### src/hdl/kesc_pkg.sv
// types, codes and the scan code lookup shared by the key event encoder
`default_nettype none

package kesc_pkg;

    typedef enum logic [1:0] {
        CMD_KEY_EVENT = 2'd0,
        CMD_POP       = 2'd1,
        CMD_PEEK      = 2'd2,
        CMD_CLEAR     = 2'd3
    } t_cmd;

    typedef struct packed {
        t_cmd       cmd;
        logic [7:0] key_code;
        logic       key_down;
        logic       extended;
    } t_item;

    typedef struct packed {
        logic [7:0] out_byte;
        logic       out_valid;
        logic [1:0] queued_count;
        logic [1:0] dropped_count;
    } t_result;

    // queue control from the encoder, status back from the queue
    typedef struct packed {
        logic       push;
        logic [7:0] push_data;
        logic       pop;
        logic       clear;
    } t_q_ctrl;

    typedef struct packed {
        logic       empty;
        logic       full;
        logic [7:0] head;
    } t_q_stat;

    localparam logic [7:0] EXT_PREFIX  = 8'hE0;
    localparam logic [7:0] BREAK_BIT   = 8'h80;
    localparam logic [7:0] KEY_SHIFT   = 8'h10;
    localparam logic [7:0] KEY_CTRL    = 8'h11;
    localparam logic [7:0] SC_CTRL     = 8'h1D;
    localparam logic [7:0] SC_RSHIFT   = 8'h36;
    localparam logic [7:0] SC_LSHIFT   = 8'h2A;
    localparam logic [7:0] SC_NONE     = 8'h00;

    localparam logic [7:0] LETTER_CODES [26] = '{
        8'h1E, 8'h30, 8'h2E, 8'h20, 8'h12, 8'h21, 8'h22, 8'h23,
        8'h17, 8'h24, 8'h25, 8'h26, 8'h32, 8'h31, 8'h18, 8'h19,
        8'h10, 8'h13, 8'h1F, 8'h14, 8'h16, 8'h2F, 8'h11, 8'h2D,
        8'h15, 8'h2C
    };

    // make code of a virtual key, SC_NONE when the key has no mapping
    function automatic logic [7:0] make_code(input logic [7:0] k, input logic ext);
        logic [7:0] code;
        logic [4:0] idx;
        code = SC_NONE;
        idx  = 5'(k - 8'h41);
        if (k inside {[8'h70:8'h79]}) begin
            code = k - 8'h70 + 8'd59;
        end else if (k inside {[8'h31:8'h39]}) begin
            code = k - 8'h31 + 8'd2;
        end else if (k == 8'h30) begin
            code = 8'd11;
        end else if (k inside {[8'h41:8'h5A]}) begin
            code = LETTER_CODES[idx];
        end else begin
            case (k)
                8'hC0:     code = 8'd41;
                8'hBB:     code = 8'd13;
                8'hBA:     code = 8'd39;
                8'hBC:     code = 8'd51;
                8'hBE:     code = 8'd52;
                8'hDE:     code = 8'd40;
                8'hBD:     code = 8'd12;
                8'hBF:     code = 8'd53;
                8'hDB:     code = 8'd26;
                8'hDC:     code = 8'd43;
                8'hDD:     code = 8'd27;
                8'h1B:     code = 8'd1;
                8'h20:     code = 8'd57;
                8'h09:     code = 8'd15;
                8'h08:     code = 8'd14;
                8'h0D:     code = 8'd28;
                8'h2E:     code = 8'h53;
                8'h14:     code = 8'h3A;
                KEY_SHIFT: code = ext ? SC_RSHIFT : SC_LSHIFT;
                KEY_CTRL:  code = SC_CTRL;
                default:   code = SC_NONE;
            endcase
        end
        return code;
    endfunction

endpackage

`default_nettype wire

### src/hdl/key_event_to_scan_code_fifo_unit.sv
// key event to set 1 scan code encoder feeding a byte queue
// result path: an accepted command passes the input and result registers to o_done;
//   a right ctrl key event first raises busy while it writes its prefix byte
// throughput: one command per cycle while busy is low (one queue write port)
// reset: synchronous active low, empties the queue and drops any work in flight
// results cannot be held off: o_done marks each result for exactly one cycle
`default_nettype none

module key_event_to_scan_code_fifo_unit #(
    parameter int QUEUE_DEPTH = 16
) (
    input  wire                  i_clk,
    input  wire                  i_rst_n,
    input  wire                  start,
    output logic                 busy,
    input  wire kesc_pkg::t_item i_item,
    output logic                 o_done,
    output kesc_pkg::t_result    o_result
);

    // input register
    logic            r_valid, n_valid;
    kesc_pkg::t_item r_item;
    logic            accept;

    // set while a prefixed event writes its final byte, and whether its prefix got stored
    logic r_second, n_second;
    logic r_first_ok, n_first_ok;

    // result register
    logic              r_done, n_done;
    kesc_pkg::t_result r_result, n_result;

    kesc_pkg::t_q_ctrl q_ctrl;
    kesc_pkg::t_q_stat q_stat;

    logic [7:0] code;
    logic       mapped;
    logic       two_byte;

    kesc_queue #(
        .DEPTH (QUEUE_DEPTH)
    ) u_queue (
        .i_clk   (i_clk),
        .i_rst_n (i_rst_n),
        .i_ctrl  (q_ctrl),
        .o_stat  (q_stat)
    );

    assign code     = kesc_pkg::make_code(r_item.key_code, r_item.extended);
    assign mapped   = (code != kesc_pkg::SC_NONE);
    assign two_byte = (r_item.cmd == kesc_pkg::CMD_KEY_EVENT) && mapped
                      && (r_item.key_code == kesc_pkg::KEY_CTRL) && r_item.extended;

    // hold off the next transaction while the prefix byte is written
    assign busy   = r_valid && two_byte && !r_second;
    assign accept = start && !busy;

    always_comb begin
        n_valid    = accept || busy;
        n_second   = busy;
        n_first_ok = r_first_ok;
        n_done     = 1'b0;
        n_result   = '0;
        q_ctrl     = '0;
        if (r_valid) begin
            case (r_item.cmd)
                kesc_pkg::CMD_KEY_EVENT: begin
                    if (!mapped) begin
                        n_done = 1'b1;
                    end else if (two_byte && !r_second) begin
                        // prefix byte, not touched by the break bit
                        q_ctrl.push      = !q_stat.full;
                        q_ctrl.push_data = kesc_pkg::EXT_PREFIX;
                        n_first_ok       = !q_stat.full;
                    end else begin
                        q_ctrl.push      = !q_stat.full;
                        q_ctrl.push_data = r_item.key_down ? code
                                           : (code | kesc_pkg::BREAK_BIT);
                        n_done           = 1'b1;
                        n_result.queued_count  = {1'b0, two_byte && r_first_ok}
                                                 + {1'b0, !q_stat.full};
                        n_result.dropped_count = {1'b0, two_byte && !r_first_ok}
                                                 + {1'b0, q_stat.full};
                    end
                end
                kesc_pkg::CMD_POP, kesc_pkg::CMD_PEEK: begin
                    n_done = 1'b1;
                    if (!q_stat.empty) begin
                        n_result.out_byte  = q_stat.head;
                        n_result.out_valid = 1'b1;
                        q_ctrl.pop         = (r_item.cmd == kesc_pkg::CMD_POP);
                    end
                end
                kesc_pkg::CMD_CLEAR: begin
                    // stored bytes stay in the array but become unreachable
                    q_ctrl.clear = 1'b1;
                    n_done       = 1'b1;
                end
                default: begin
                    n_done = 1'b1;
                end
            endcase
        end
    end

    always_ff @(posedge i_clk) begin
        if (!i_rst_n) begin
            r_valid    <= 1'b0;
            r_second   <= 1'b0;
            r_first_ok <= 1'b0;
            r_done     <= 1'b0;
        end else begin
            r_valid    <= n_valid;
            r_second   <= n_second;
            r_first_ok <= n_first_ok;
            r_done     <= n_done;
        end
    end

    // payload registers
    always_ff @(posedge i_clk) begin
        if (accept) begin
            r_item <= i_item;
        end
        r_result <= n_result;
    end

    assign o_done   = r_done;
    assign o_result = r_result;

endmodule

`default_nettype wire

### src/hdl/kesc_queue.sv
// ring queue of scan code bytes with a registered head read
`default_nettype none

module kesc_queue #(
    parameter int DEPTH = 16
) (
    input  wire                    i_clk,
    input  wire                    i_rst_n,
    input  wire kesc_pkg::t_q_ctrl i_ctrl,
    output kesc_pkg::t_q_stat      o_stat
);

    localparam int PW = $clog2(DEPTH);
    localparam logic [PW-1:0] LAST = PW'(DEPTH - 1);

    logic [7:0]    mem [DEPTH];
    logic [PW-1:0] r_wp, n_wp;
    logic [PW-1:0] r_rp, n_rp;
    logic [PW-1:0] full_at;
    logic [7:0]    r_head;

    always_comb begin
        full_at = (r_rp == '0) ? LAST : r_rp - PW'(1);
        n_wp    = r_wp;
        n_rp    = r_rp;
        if (i_ctrl.clear) begin
            n_wp = '0;
            n_rp = '0;
        end else begin
            if (i_ctrl.push) begin
                n_wp = (r_wp == LAST) ? '0 : r_wp + PW'(1);
            end
            if (i_ctrl.pop) begin
                n_rp = (r_rp == LAST) ? '0 : r_rp + PW'(1);
            end
        end
    end

    always_ff @(posedge i_clk) begin
        if (!i_rst_n) begin
            r_wp <= '0;
            r_rp <= '0;
        end else begin
            r_wp <= n_wp;
            r_rp <= n_rp;
        end
    end

    // head register follows the next read pointer, bypassing a same-cycle write
    always_ff @(posedge i_clk) begin
        if (i_ctrl.push) begin
            mem[r_wp] <= i_ctrl.push_data;
        end
        if (i_ctrl.push && (r_wp == n_rp)) begin
            r_head <= i_ctrl.push_data;
        end else begin
            r_head <= mem[n_rp];
        end
    end

    assign o_stat.empty = (r_wp == r_rp);
    assign o_stat.full  = (r_wp == full_at);
    assign o_stat.head  = r_head;

endmodule

`default_nettype wire

### config.mk
export PLATFORM = sky130hd
export DESIGN_NAME = key_event_to_scan_code_fifo_unit
export DESIGN_NICKNAME = d
export VERILOG_FILES = /design/src/hdl/kesc_pkg.sv /design/src/hdl/key_event_to_scan_code_fifo_unit.sv /design/src/hdl/kesc_queue.sv
export SDC_FILE = /design/constraint.sdc
export NUM_CORES = 1
export LEC_CHECK = 0
export BUFFER_PORTS_ARGS = -buffer_cell sky130_fd_sc_hd__buf_4
export CAP_MARGIN = 15
export CORE_ASPECT_RATIO = 1.5
export CORE_UTILIZATION = 65
export DETAILED_ROUTE_END_ITERATION = 8
export PLACE_DENSITY = 0.83
export REMOVE_ABC_BUFFERS = 1
export SLEW_MARGIN = 20
export SYNTH_ARGS = -nofsm -noshare
export SYNTH_HDL_FRONTEND = slang
export SYNTH_SLANG_ARGS = --single-unit
### constraint.sdc
create_clock -name i_clk -period 6.1 [get_ports i_clk]
set_input_delay 0.305 -clock i_clk [delete_from_list [all_inputs] [get_ports i_clk]]
set_output_delay 0.305 -clock i_clk [all_outputs]
set_load 0.005 [all_outputs]
* After elaboration in Yosys (flattened, before gate mapping)
Memory sizes are Yosys's and may differ from the RTL's. A register that Yosys moved wholly into a read port is not among the register bits.
Index checks and enable logic that the tools add are counted.
** Cells by class
- Reductions and logical operators :: 28
- $add $sub $neg :: 10
- Eq/ne operators :: 28
- Mux-type cells :: 27
- Order comparisons :: 7
- Bitwise gates (word level) :: 6
** Operators with widths (number)
- 7-bit case mux with 20 select lines :: 1
- 8-bit == test, second input constant :: 11
- 8-bit 2-to-1 mux :: 8
- 8-bit by 5-bit == test with 1-bit output, second input constant :: 4
- 8-bit by 4-bit == test with 1-bit output, second input constant :: 3
- 8-bit by 6-bit == test with 1-bit output, second input constant :: 3
- 4-bit 2-to-1 mux :: 5
- 9-bit 2-to-1 mux :: 2
- 8-bit by 7-bit >= comparator with 1-bit output, second input constant :: 2
- 8-bit by 7-bit <= comparator with 1-bit output, second input constant :: 2
- 1-bit logical AND :: 12
- 11-bit 2-to-1 mux :: 1
- 4-bit by 1-bit adder with 4-bit output, second input constant :: 2
- 8-bit by 2-bit adder with 8-bit output, second input constant :: 1
- 8-bit by 6-bit adder with 8-bit output, second input constant :: 1
- 4-bit == test :: 2
- 4-bit == test, second input constant :: 2
- 8-bit by 6-bit >= comparator with 1-bit output, second input constant :: 1
- 8-bit by 6-bit <= comparator with 1-bit output, second input constant :: 1
- 1-bit 2-to-1 mux :: 8
- 8-bit nonzero test :: 1
- 8-bit by 6-bit subtractor with 8-bit output, second input constant :: 1
- 8-bit by 7-bit subtractor with 8-bit output, second input constant :: 1
- 6-bit >= comparator, second input constant :: 1
- other kinds (18) :: 30
** Word-level totals
- Memories kept :: 2
- Memory bits (read-only) :: 256
- Flip-flop bits (word level) :: 37
- Output and inout port bits :: 15
- Memory bits (writable) :: 128
- Word-level logic and storage cells :: 122
** Memories
- (name not given) :: words 32, bits a word 8, read ports 1, clocked after memory_dff 0, write ports 0, line kesc_pkg.sv:70 : code = LETTER_CODES[idx];
- u_queue.mem :: words 16, bits a word 8, read ports 1, clocked after memory_dff 1, write ports 1, line kesc_queue.sv:16 : logic [7:0] mem [DEPTH];

* Longest topological paths before layout
Gate-level depths: netlist of the first run.
- Depth after elaboration :: 20
- Depth in mapped cells :: 16
- Depth with buffers taken out :: 10

* Hierarchy
From an unflattened synthesis of the first run, not the netlist that was laid out.
** Second synthesis, totals
- Cells, all modules :: 597
- Area, all modules :: 8050.2 um^2
** Modules (own cells, without submodules)
- kesc_queue :: sequential area each 4083.9 um^2, instances 1, cells an instance 295, area an instance 5659.2 um^2
- key_event_to_scan_code_fifo_unit :: sequential area each 700.7 um^2, instances 1, cells an instance 302, area an instance 2391.0 um^2

* Least setup slack after synthesis of the first run
OpenSTA, ideal clock, no wires.
- Kind :: reg-to-reg
- Start :: reg r_item[2] in the netlist's numbering
- End :: reg r_item[0] in the netlist's numbering (enable)
- Slack :: 2.319 ns
- Data required time :: 5.745 ns
- Data arrival time :: 3.426 ns
- Cell stages (with the launch flop) :: 12
- Path buffers :: 3
- Path through :: edfxtp_1 buf_2 buf_2 inv_1 ha_1 or4b_1 buf_2 o21a_1 o31a_1 or4b_4 o211ai_2 and2_1
** Between the ends
- Longest elaborated chain between the ends :: 17
- Elaborated cells on any way between the ends :: 52
- Those cells by class :: add/sub: 5; order compare: 6; eq/ne: 21; mux: 7; bitwise: 1; reduce/logical: 11; memory: 1
** RTL lines
- start, declared :: line key_event_to_scan_code_fifo_unit.sv:23 : kesc_pkg::t_item r_item;
- start signal, assigned :: line key_event_to_scan_code_fifo_unit.sv:124 : r_item <= i_item;
- 5-bit by 1-bit subtractor with 5-bit output :: line kesc_pkg.sv:62 : idx = 5'(k - 8'h41);
- 5-bit NOT with 6-bit output (not written as such) :: line kesc_pkg.sv:70
- memory read 32 x 8 bit
- 8-bit 2-to-1 mux (not written as such) (2 in series) :: line kesc_pkg.sv:70
- 8-bit 2-to-1 mux :: line kesc_pkg.sv:69 : end else if (k inside {[8'h41:8'h5A]}) begin
- 8-bit 2-to-1 mux :: line kesc_pkg.sv:67 : end else if (k == 8'h30) begin
- 8-bit 2-to-1 mux :: line kesc_pkg.sv:65 : end else if (k inside {[8'h31:8'h39]}) begin
- 8-bit 2-to-1 mux :: line kesc_pkg.sv:63 : if (k inside {[8'h70:8'h79]}) begin
- 8-bit nonzero test :: line key_event_to_scan_code_fifo_unit.sv:51 : assign mapped = (code != kesc_pkg::SC_NONE);
- 1-bit logical AND :: line key_event_to_scan_code_fifo_unit.sv:52 : assign two_byte = (r_item.cmd == kesc_pkg::CMD_KEY_EVENT) && mapped
- 1-bit logical AND * (2 in series) :: line key_event_to_scan_code_fifo_unit.sv:53 : && (r_item.key_code == kesc_pkg::KEY_CTRL) && r_item.extended;
- 1-bit logical AND * (2 in series) :: line key_event_to_scan_code_fifo_unit.sv:56 : assign busy = r_valid && two_byte && !r_second;
- 1-bit logical NOT * :: line key_event_to_scan_code_fifo_unit.sv:57 : assign accept = start && !busy;
- 1-bit logical AND * :: line key_event_to_scan_code_fifo_unit.sv:57
- via accept :: line key_event_to_scan_code_fifo_unit.sv:24 : logic accept;
Mark *: on every way through the listed nets, which the timed path passes. The rest lies on a longest branch. The select of a mux whose other input is x is not followed.
A chain may end at the register's enable or synchronous reset.

* Final worst setup path of the first run
- Start :: reg r_item[2] in the netlist's numbering
- End :: mem u_queue.mem[12][2] (enable)
** Between the ends
- Longest elaborated chain between the ends :: 15
- Elaborated cells on any way between the ends :: 50
- Those cells by class :: add/sub: 5; order compare: 6; eq/ne: 21; mux: 12; bitwise: 1; reduce/logical: 4; memory: 1
** RTL lines
- 5-bit by 1-bit subtractor with 5-bit output :: line kesc_pkg.sv:62
- 5-bit NOT with 6-bit output (not written as such) :: line kesc_pkg.sv:70
- memory read 32 x 8 bit
- 8-bit 2-to-1 mux (not written as such) (2 in series) :: line kesc_pkg.sv:70
- 8-bit 2-to-1 mux :: line kesc_pkg.sv:69
- 8-bit 2-to-1 mux :: line kesc_pkg.sv:67
- 8-bit 2-to-1 mux :: line kesc_pkg.sv:65
- 8-bit 2-to-1 mux * :: line kesc_pkg.sv:63
- 8-bit nonzero test * :: line key_event_to_scan_code_fifo_unit.sv:51
- 9-bit 2-to-1 mux * :: line key_event_to_scan_code_fifo_unit.sv:69 : if (!mapped) begin
- 9-bit 2-to-1 mux * :: line key_event_to_scan_code_fifo_unit.sv:67 : case (r_item.cmd)
- 11-bit 2-to-1 mux * :: line key_event_to_scan_code_fifo_unit.sv:66 : if (r_valid) begin
- 1-bit 2-to-1 mux * :: line kesc_queue.sv:51 : if (i_ctrl.push) begin
- 1-bit 2-to-1 mux (not written as such) * :: line kesc_queue.sv:52 : mem[r_wp] <= i_ctrl.push_data;
- end, declared :: line kesc_queue.sv:16
Every way passes the cells marked *; elsewhere a longest branch is shown, timed or not. The select of a mux whose other input is x is not followed.

==> impl_summary.txt, run 1 <==
----------------------------------------------------
[Job]
  Max-cap violations ... 0

[STA]
  Pins over their slew limit ... 0
  Fmax ... 0.200 GHz
  Max-slew headroom ... 28.6%
  Post-layout min period ... 5.00 ns
  Slew at the pin closest to its max-slew limit ... 1.07 ns
  Final Hold Viols ... 0
  Setup violations, final ... 0
  Share of the cycle needed by the critical path after routing ... 82.0%
  Unrepaired setup endpoints after global routing ... false
  Largest clock skew in the final design ... 0.0136 ns
  Hold Worst Slack ... 0.0482 ns
  Total negative slack for setup checks ... 0 ns

[Critical path]
  Worst reg-to-reg setup slack ... 1.10 ns
  Required time of the worst setup path ... 6.17 ns
  Endpoint of the most critical setup path ... u_queue.mem[12][2]
  Slowest stage cell on the critical path ... sky130_fd_sc_hd__ha_1
  Most frequent CP cell ... sky130_fd_sc_hd__nor4_1
  Largest stage delay on the critical path ... 0.90 ns
  CP cell instances ... buf_4, inv_1, ha_1, nor2b_1, a311oi_1, nor4_1, nor4_1, nor3b_2, nor4b_4, a211oi_2, and3_1
  Setup Crit Path Kind ... flop to flop
  CP Launch Point ... r_item[2]
  Data arrival time of the worst path ... 5.08 ns
  Launch instance of the worst register-to-register path ... r_item[2]
  Terminus of the critical flop-to-flop path ... u_queue.mem[12][2]
  Critical path peak fanout ... 34
  CP endpoint kind ... flop
  Type of origin of the critical path ... flop
  R2r worst-path depth ... 11

[Logic synthesis]
  Post-synth top flop ... sky130_fd_sc_hd__edfxtp_1
  Async S/R FF share, synth ... 0%
  Share of the synthesized area in the top cell type ... 49.3%
  Number of enable-type register cells in the synthesized netlist ... 140
  Summed instance area of the synthesized netlist ... 0.00854 mm²
  Cell taking the most area after synthesis ... sky130_fd_sc_hd__edfxtp_1
  Syn avg cell area ... 13.0 µm²
  Warnings, synthesis ... 0
  Post-synthesis instance total ... 659
  Netlist cell types ... 81
  Number of synthesized register bits ... 169
  Post-synthesis sequential area ratio ... 56.1%
  Leading post-synthesis cells by cell area ... sky130_fd_sc_hd__edfxtp_1 49%, sky130_fd_sc_hd__mux4_2 8.4%, sky130_fd_sc_hd__dfxtp_1 6.8%, sky130_fd_sc_hd__ha_1 2.6%, sky130_fd_sc_hd__a211oi_1 2.5%

[GRT]
  Global-route layer with the greatest usage ... met2
  Global routing usage on met3 ... 6.41%
  Aggregate global-route resource usage ... 32.7%
  Initial antenna violation count ... 0
  Global routing met1 resource utilization ... 35.6%
  Global route overflow ... 0
  First-pass GRT wire length ... 31.5 mm
  Grt met2 use ... 57.6%
  Vias in the first global route ... 5645
  Largest net degree at the start of global routing ... 49

[Floorplanning]
  Core Region ... 0.0126 mm²
  Initial cell density of the core ... 67.5%
  Height of the chip ... 142 µm
  # IOs ... 30
  Die Span X ... 95.6 µm
  Die ar. ... 0.0136 mm²
  Row Count ... 50

[Place]
  Placed wire-length estimate ... 14.1 mm
  # placed instances ... 803
  Weighted congestion at the end of routability-driven global placement ... 1.03
  Buffers added on ports ... 29

[Clocking]
  Resized Gates After CTS ... 0
  Worst-Skew Late Latency ... 0.43 ns
  Num Clock Sinks ... 169
  Clock slew at the register clock pins of the worst setup and hold paths ... 0.07 ns
  Number of H-tree branching levels ... 4
  Cell chosen for the clock root ... sky130_fd_sc_hd__clkbuf_16
  Number of hold-repair buffers added at the cts stage ... 0
  CTS tree ... yes
  Post-CTS Setup Inserts ... 0
  Number of buffers on the longest clock path ... 2
  Number of buffers added by the clock tree synthesis step ... 17

[Layout]
  Core Util, Final ... 74.2%
  Sequential Area ... 0.00479 mm²
  Number of fillers in the final layout ... 800
  Signed area change from the synthesized netlist to the final layout ... 9.81%
  Layout cell share with drive strength beyond 1 ... 19.3%
  Area of the multi-input gates ... 0.00341 mm²
  Commonest non-fill, non-tap cells in the layout ... 140 x sky130_fd_sc_hd__edfxtp_1, 42 x sky130_fd_sc_hd__buf_4, 35 x sky130_fd_sc_hd__nand2_1, 32 x sky130_fd_sc_hd__mux4_2
  Final net count ... 699
  Finished Layout Cells ... 835
  Diodes inserted ... 0
  Most common cell after layout, fill and taps aside ... sky130_fd_sc_hd__edfxtp_1

[Run status]
  Result of the run ... complete, no violations

[Detailed routing]
  Number of vias in the routed layout ... 5746
  DRC violations left ... 0
  Via count normalized by instance count ... 6.88
  Routed wire length ... 20.8 mm
  WL/cell ... 24.9 µm
  First-pass DRT Iterations ... 7
  Detailed Route Iter0 Violations ... 453
  Antenna violation net count after detailed routing ... 0

[Pwr]
  Leak ... 0.00321 µW
  Maximum resistive drop on vdd ... 221 µV
  Pwr per Cell Area ... 263 mW/mm²

[Hold path]
  Path category of the worst min-delay check ... primary input to flop

----------------------------------------------------
## flip-flops by register name, indices dropped and copies added (netlist names), named ones only
name / cells
r_item: 12
u_queue.r_wp: 4
r_second: 1
u_queue.r_rp: 4
o_result: 13
r_first_ok: 1
o_done: 1
u_queue.mem: 128
r_valid: 1
## cells by family after synthesis
family / count (synthesis) / share of synthesized area [%]
adder cells (fa/ha/maj): 18 / 2.64
AO/OA/AOI/OAI: 136 / 11.6
buffers and inverters: 73 / 4.10
multiplexers: 47 / 10.2
AND/OR/NAND/NOR: 200 / 13.6
XOR/XNOR: 16 / 1.73
flip-flops: 169 / 56.1
## routing by layer
| layer | routed length, µm | vias to the layer above |
|---|---|---|
| met3 | 1050 | 84 |
| met1 | 7270 | 2793 |
| li1 | - | 2583 |
| met5 | 0 | - |
| met2 | 11100 | 286 |
| met4 | 1350 | 0 |
## critical path: cells and delay by family, from the launching register on
kind / cells / cell delay (ns)
and+or+nand+nor: 6 / 1.56
AOI/OAI and AO/OA: 2 / 1.36
adders and majority gates: 1 / 0.90
buffers and inverters: 2 / 0.45
DFF: 1 / 0.35
## area by class of cell
type / instances / area share, %
flip-flops and latches: 169 / 51.1
multi-input cells: 417 / 36.4
clock buffers: 17 / 4.54
repair buffers: 42 / 3.36
well taps: 156 / 2.08
clock inverters: 15 / 1.82
inverters: 19 / 0.761
## synthesized netlist by cell type, types with 8 or more instances
library cell,instances
sky130_fd_sc_hd__edfxtp_1,140
sky130_fd_sc_hd__nand2_1,35
sky130_fd_sc_hd__mux4_2,32
sky130_fd_sc_hd__dfxtp_1,29
sky130_fd_sc_hd__a211oi_1,28
sky130_fd_sc_hd__a21oi_1,27
sky130_fd_sc_hd__nor2b_1,25
sky130_fd_sc_hd__nor2_1,24
sky130_fd_sc_hd__clkbuf_1,22
sky130_fd_sc_hd__and3_1,21
sky130_fd_sc_hd__o21ai_0,20
sky130_fd_sc_hd__inv_1,19
sky130_fd_sc_hd__buf_2,18
sky130_fd_sc_hd__ha_1,18
sky130_fd_sc_hd__nand3_1,14
sky130_fd_sc_hd__nor3_1,14
sky130_fd_sc_hd__mux2i_1,13
sky130_fd_sc_hd__and2_1,12
sky130_fd_sc_hd__nand4_1,9
sky130_fd_sc_hd__nand2b_1,8
sky130_fd_sc_hd__xor2_1,8
## metrics by stage
step                      power (µW)  area (µm²)  worst slack (ns)
after floorplan                 1380        8260              2.00
after global placement          1430        8770              1.51
after detailed placement        1430        8770              1.32
after CTS                       2470        9360              1.24
after global routing            2530        9370             0.875
final                           2460        9370              1.10
## worst min-delay path by stage
stage                     cells past startpoint          to        from  slack [ns]
after detailed placement                      2  r_first_ok  r_first_ok        0.48
after global placement                        2  r_first_ok  r_first_ok        0.47
after CTS                                     1   r_item[1]   i_item[1]        0.04
after global routing                          1   r_item[1]   i_item[1]        0.03
final                                         1   r_item[1]   i_item[1]        0.05
after floorplan                               0   r_item[0]   i_item[0]        0.40
## power breakdown
part,internal (µW),switching [µW]
clock network,554,496
registers,1240,14.3
logic,59.7,94.4
(Power assumes the default switching activity.)
==> run 2: changes to the inputs <==
--- a/config.mk
+++ b/config.mk
@@ -8,9 +8,9 @@
 export BUFFER_PORTS_ARGS = -buffer_cell sky130_fd_sc_hd__buf_4
 export CAP_MARGIN = 15
 export CORE_ASPECT_RATIO = 1.5
-export CORE_UTILIZATION = 65
+export CORE_UTILIZATION = 62
 export DETAILED_ROUTE_END_ITERATION = 8
-export PLACE_DENSITY = 0.83
+export PLACE_DENSITY = 0.8
 export REMOVE_ABC_BUFFERS = 1
 export SLEW_MARGIN = 20
 export SYNTH_ARGS = -nofsm -noshare
==> constraint.sdc (replaced) <==
create_clock -name i_clk -period 5.1 [get_ports i_clk]
set_input_delay 0.255 -clock i_clk [delete_from_list [all_inputs] [get_ports i_clk]]
set_output_delay 0.255 -clock i_clk [all_outputs]
set_load 0.005 [all_outputs]
==> impl_summary.txt, run 2 (synthesis results as in run 1) <==
----------------------------------------------------
[Floorplanning]
  Initial cell density of the core ... 63.4%
  Die ar. ... 0.0142 mm²
  Height of the chip ... 146 µm
  Row Count ... 52
  Die Span X ... 97.8 µm
  Core Region ... 0.0135 mm²
  # IOs ... 30

[Detailed routing]
  Detailed Route Iter0 Violations ... 368
  Number of vias in the routed layout ... 5795
  Antenna violation net count after detailed routing ... 0
  WL/cell ... 24.4 µm
  First-pass DRT Iterations ... 7
  Via count normalized by instance count ... 6.70
  DRC violations left ... 6
  Routed wire length ... 21.1 mm

[STA]
  Post-layout min period ... 4.54 ns
  Largest clock skew in the final design ... 0.0169 ns
  Fmax ... 0.220 GHz
  Pins over their slew limit ... 0
  Share of the cycle needed by the critical path after routing ... 89.0%
  Slew at the pin closest to its max-slew limit ... 0.986 ns
  Max-slew headroom ... 34.3%
  Unrepaired setup endpoints after global routing ... false
  Total negative slack for setup checks ... 0 ns
  Setup WS post-layout ... 0.559 ns
  Setup violations, final ... 0
  Final Hold Viols ... 0

[Critical path]
  Combined buffer and inverter count along the critical path ... 3
  Launch instance of the worst register-to-register path ... r_item[2]
  Required time of the worst setup path ... 4.85 ns
  Slowest stage cell on the critical path ... sky130_fd_sc_hd__ha_1
  R2r worst-path depth ... 10
  Most frequent CP cell ... sky130_fd_sc_hd__inv_1
  Largest stage delay on the critical path ... 0.85 ns
  Data arrival time of the worst path ... 4.29 ns
  Type of origin of the critical path ... flop
  Setup Crit Path Kind ... flop to output port
  Critical path peak fanout ... 30
  CP endpoint kind ... output port
  CP Launch Point ... r_item[2]
  Top delay family on crit path ... compound AO/OA/AOI/OAI gates
  CP cell instances ... inv_1, ha_1, nor3b_2, a222oi_1, o21ai_0, o311ai_1, o31a_1, or4b_4, o211ai_2, inv_1, buf_4
  Worst reg-to-reg setup slack ... 0.64 ns
  Terminus of the critical flop-to-flop path ... r_item[2]

[Pwr]
  Maximum resistive drop on vdd ... 311 µV
  Pwr per Cell Area ... 312 mW/mm²
  Leak ... 0.00332 µW
  Final Power ... 3000 µW

[Clocking]
  Number of buffers on the longest clock path ... 2
  Clock slew at the register clock pins of the worst setup and hold paths ... 0.07 ns
  Cell chosen for the clock root ... sky130_fd_sc_hd__clkbuf_16
  Resized Gates After CTS ... 0
  Post-CTS Setup Inserts ... 0
  Num Clock Sinks ... 169
  Number of H-tree branching levels ... 4
  Worst-Skew Late Latency ... 0.43 ns
  CTS tree ... yes
  Number of hold-repair buffers added at the cts stage ... 12
  Number of buffers added by the clock tree synthesis step ... 17

[GRT]
  Vias in the first global route ... 5935
  Global routing usage on met3 ... 4.80%
  Aggregate global-route resource usage ... 31.4%
  Global-route layer with the greatest usage ... met2
  First-pass GRT wire length ... 33.3 mm
  Global routing met1 resource utilization ... 34.9%
  Largest net degree at the start of global routing ... 35
  Global route overflow ... 0
  Initial antenna violation count ... 0
  Grt met2 use ... 58.0%

[Place]
  Buffers added on ports ... 29
  Pre-CTS WS ... 0.706 ns
  Weighted congestion at the end of routability-driven global placement ... 1.08
  Cell area after placement ... 0.00887 mm²
  Placed wire-length estimate ... 14.4 mm

[Hold path]
  Startpoint of the most critical hold path ... i_rst_n
  Hold path depth ... 2
  Path category of the worst min-delay check ... primary input to flop
  Endpoint, Worst Hold ... u_queue.r_rp[3]

[Layout]
  Signed area change from the synthesized netlist to the final layout ... 12.7%
  Core Util, Final ... 71.4%
  Most common cell after layout, fill and taps aside ... sky130_fd_sc_hd__edfxtp_1
  Post-Layout Inst Area ... 0.00962 mm²
  Number of flip-flops in the largest register ... 128
  Commonest non-fill, non-tap cells in the layout ... 140 x sky130_fd_sc_hd__edfxtp_1, 52 x sky130_fd_sc_hd__buf_4, 35 x sky130_fd_sc_hd__nand2_1, 32 x sky130_fd_sc_hd__mux4_2
  Diodes inserted ... 0
  Final net count ... 723
  Largest register by flop count ... u_queue.mem
  Layout cell share with drive strength beyond 1 ... 20.2%

[Job]
  Max-cap violations ... 0

[Run status]
  Result of the run ... finished, violations left
  Violated checks ... DRC

----------------------------------------------------
## run 2: layout make-up
| type | count | area, µm² |
|---|---|---|
| Sequential cell | 169 | 4790 |
| Fill cell | 887 | 3850 |
| Multi-Input combinational cell | 417 | 3410 |
| Timing Repair Buffer | 66 | 546 |
| Clock buffer | 17 | 425 |
| Tap cell | 162 | 203 |
| Clock inverter | 15 | 178 |
| Inverter | 19 | 71.3 |
## run 2: worst max-delay path by stage
stage                      to  depth (start not counted)
finish                   busy                         11
detailed placement  r_item[1]                         10
floorplan           r_item[0]                         10
global route             busy                         11
global placement    r_item[1]                         10
CTS                      busy                         11
## run 2: metrics by stage
| step | hold WS, ns | std cells |
|---|---|---|
| floorplan | 0.354 | 605 |
| global placement | 0.434 | 820 |
| detailed placement | 0.435 | 820 |
| CTS | 0.0541 | 864 |
| global route | 0.0649 | 865 |
| finish | 0.0618 | 865 |
## run 2: metal layers
layer  up-vias  share of wire [%]
met5         -                  0
met4         0                3.8
met2       252                 56
met3        48                4.4
met1      2867                 36
li1       2628                  -
## run 2: report_power, final
part	internal (µW)	total, µW	switching (µW)
Sequential	1490	1500	17.9
Combinational	83.5	200	116
Clock	702	1290	592
Total	2270	3000	726
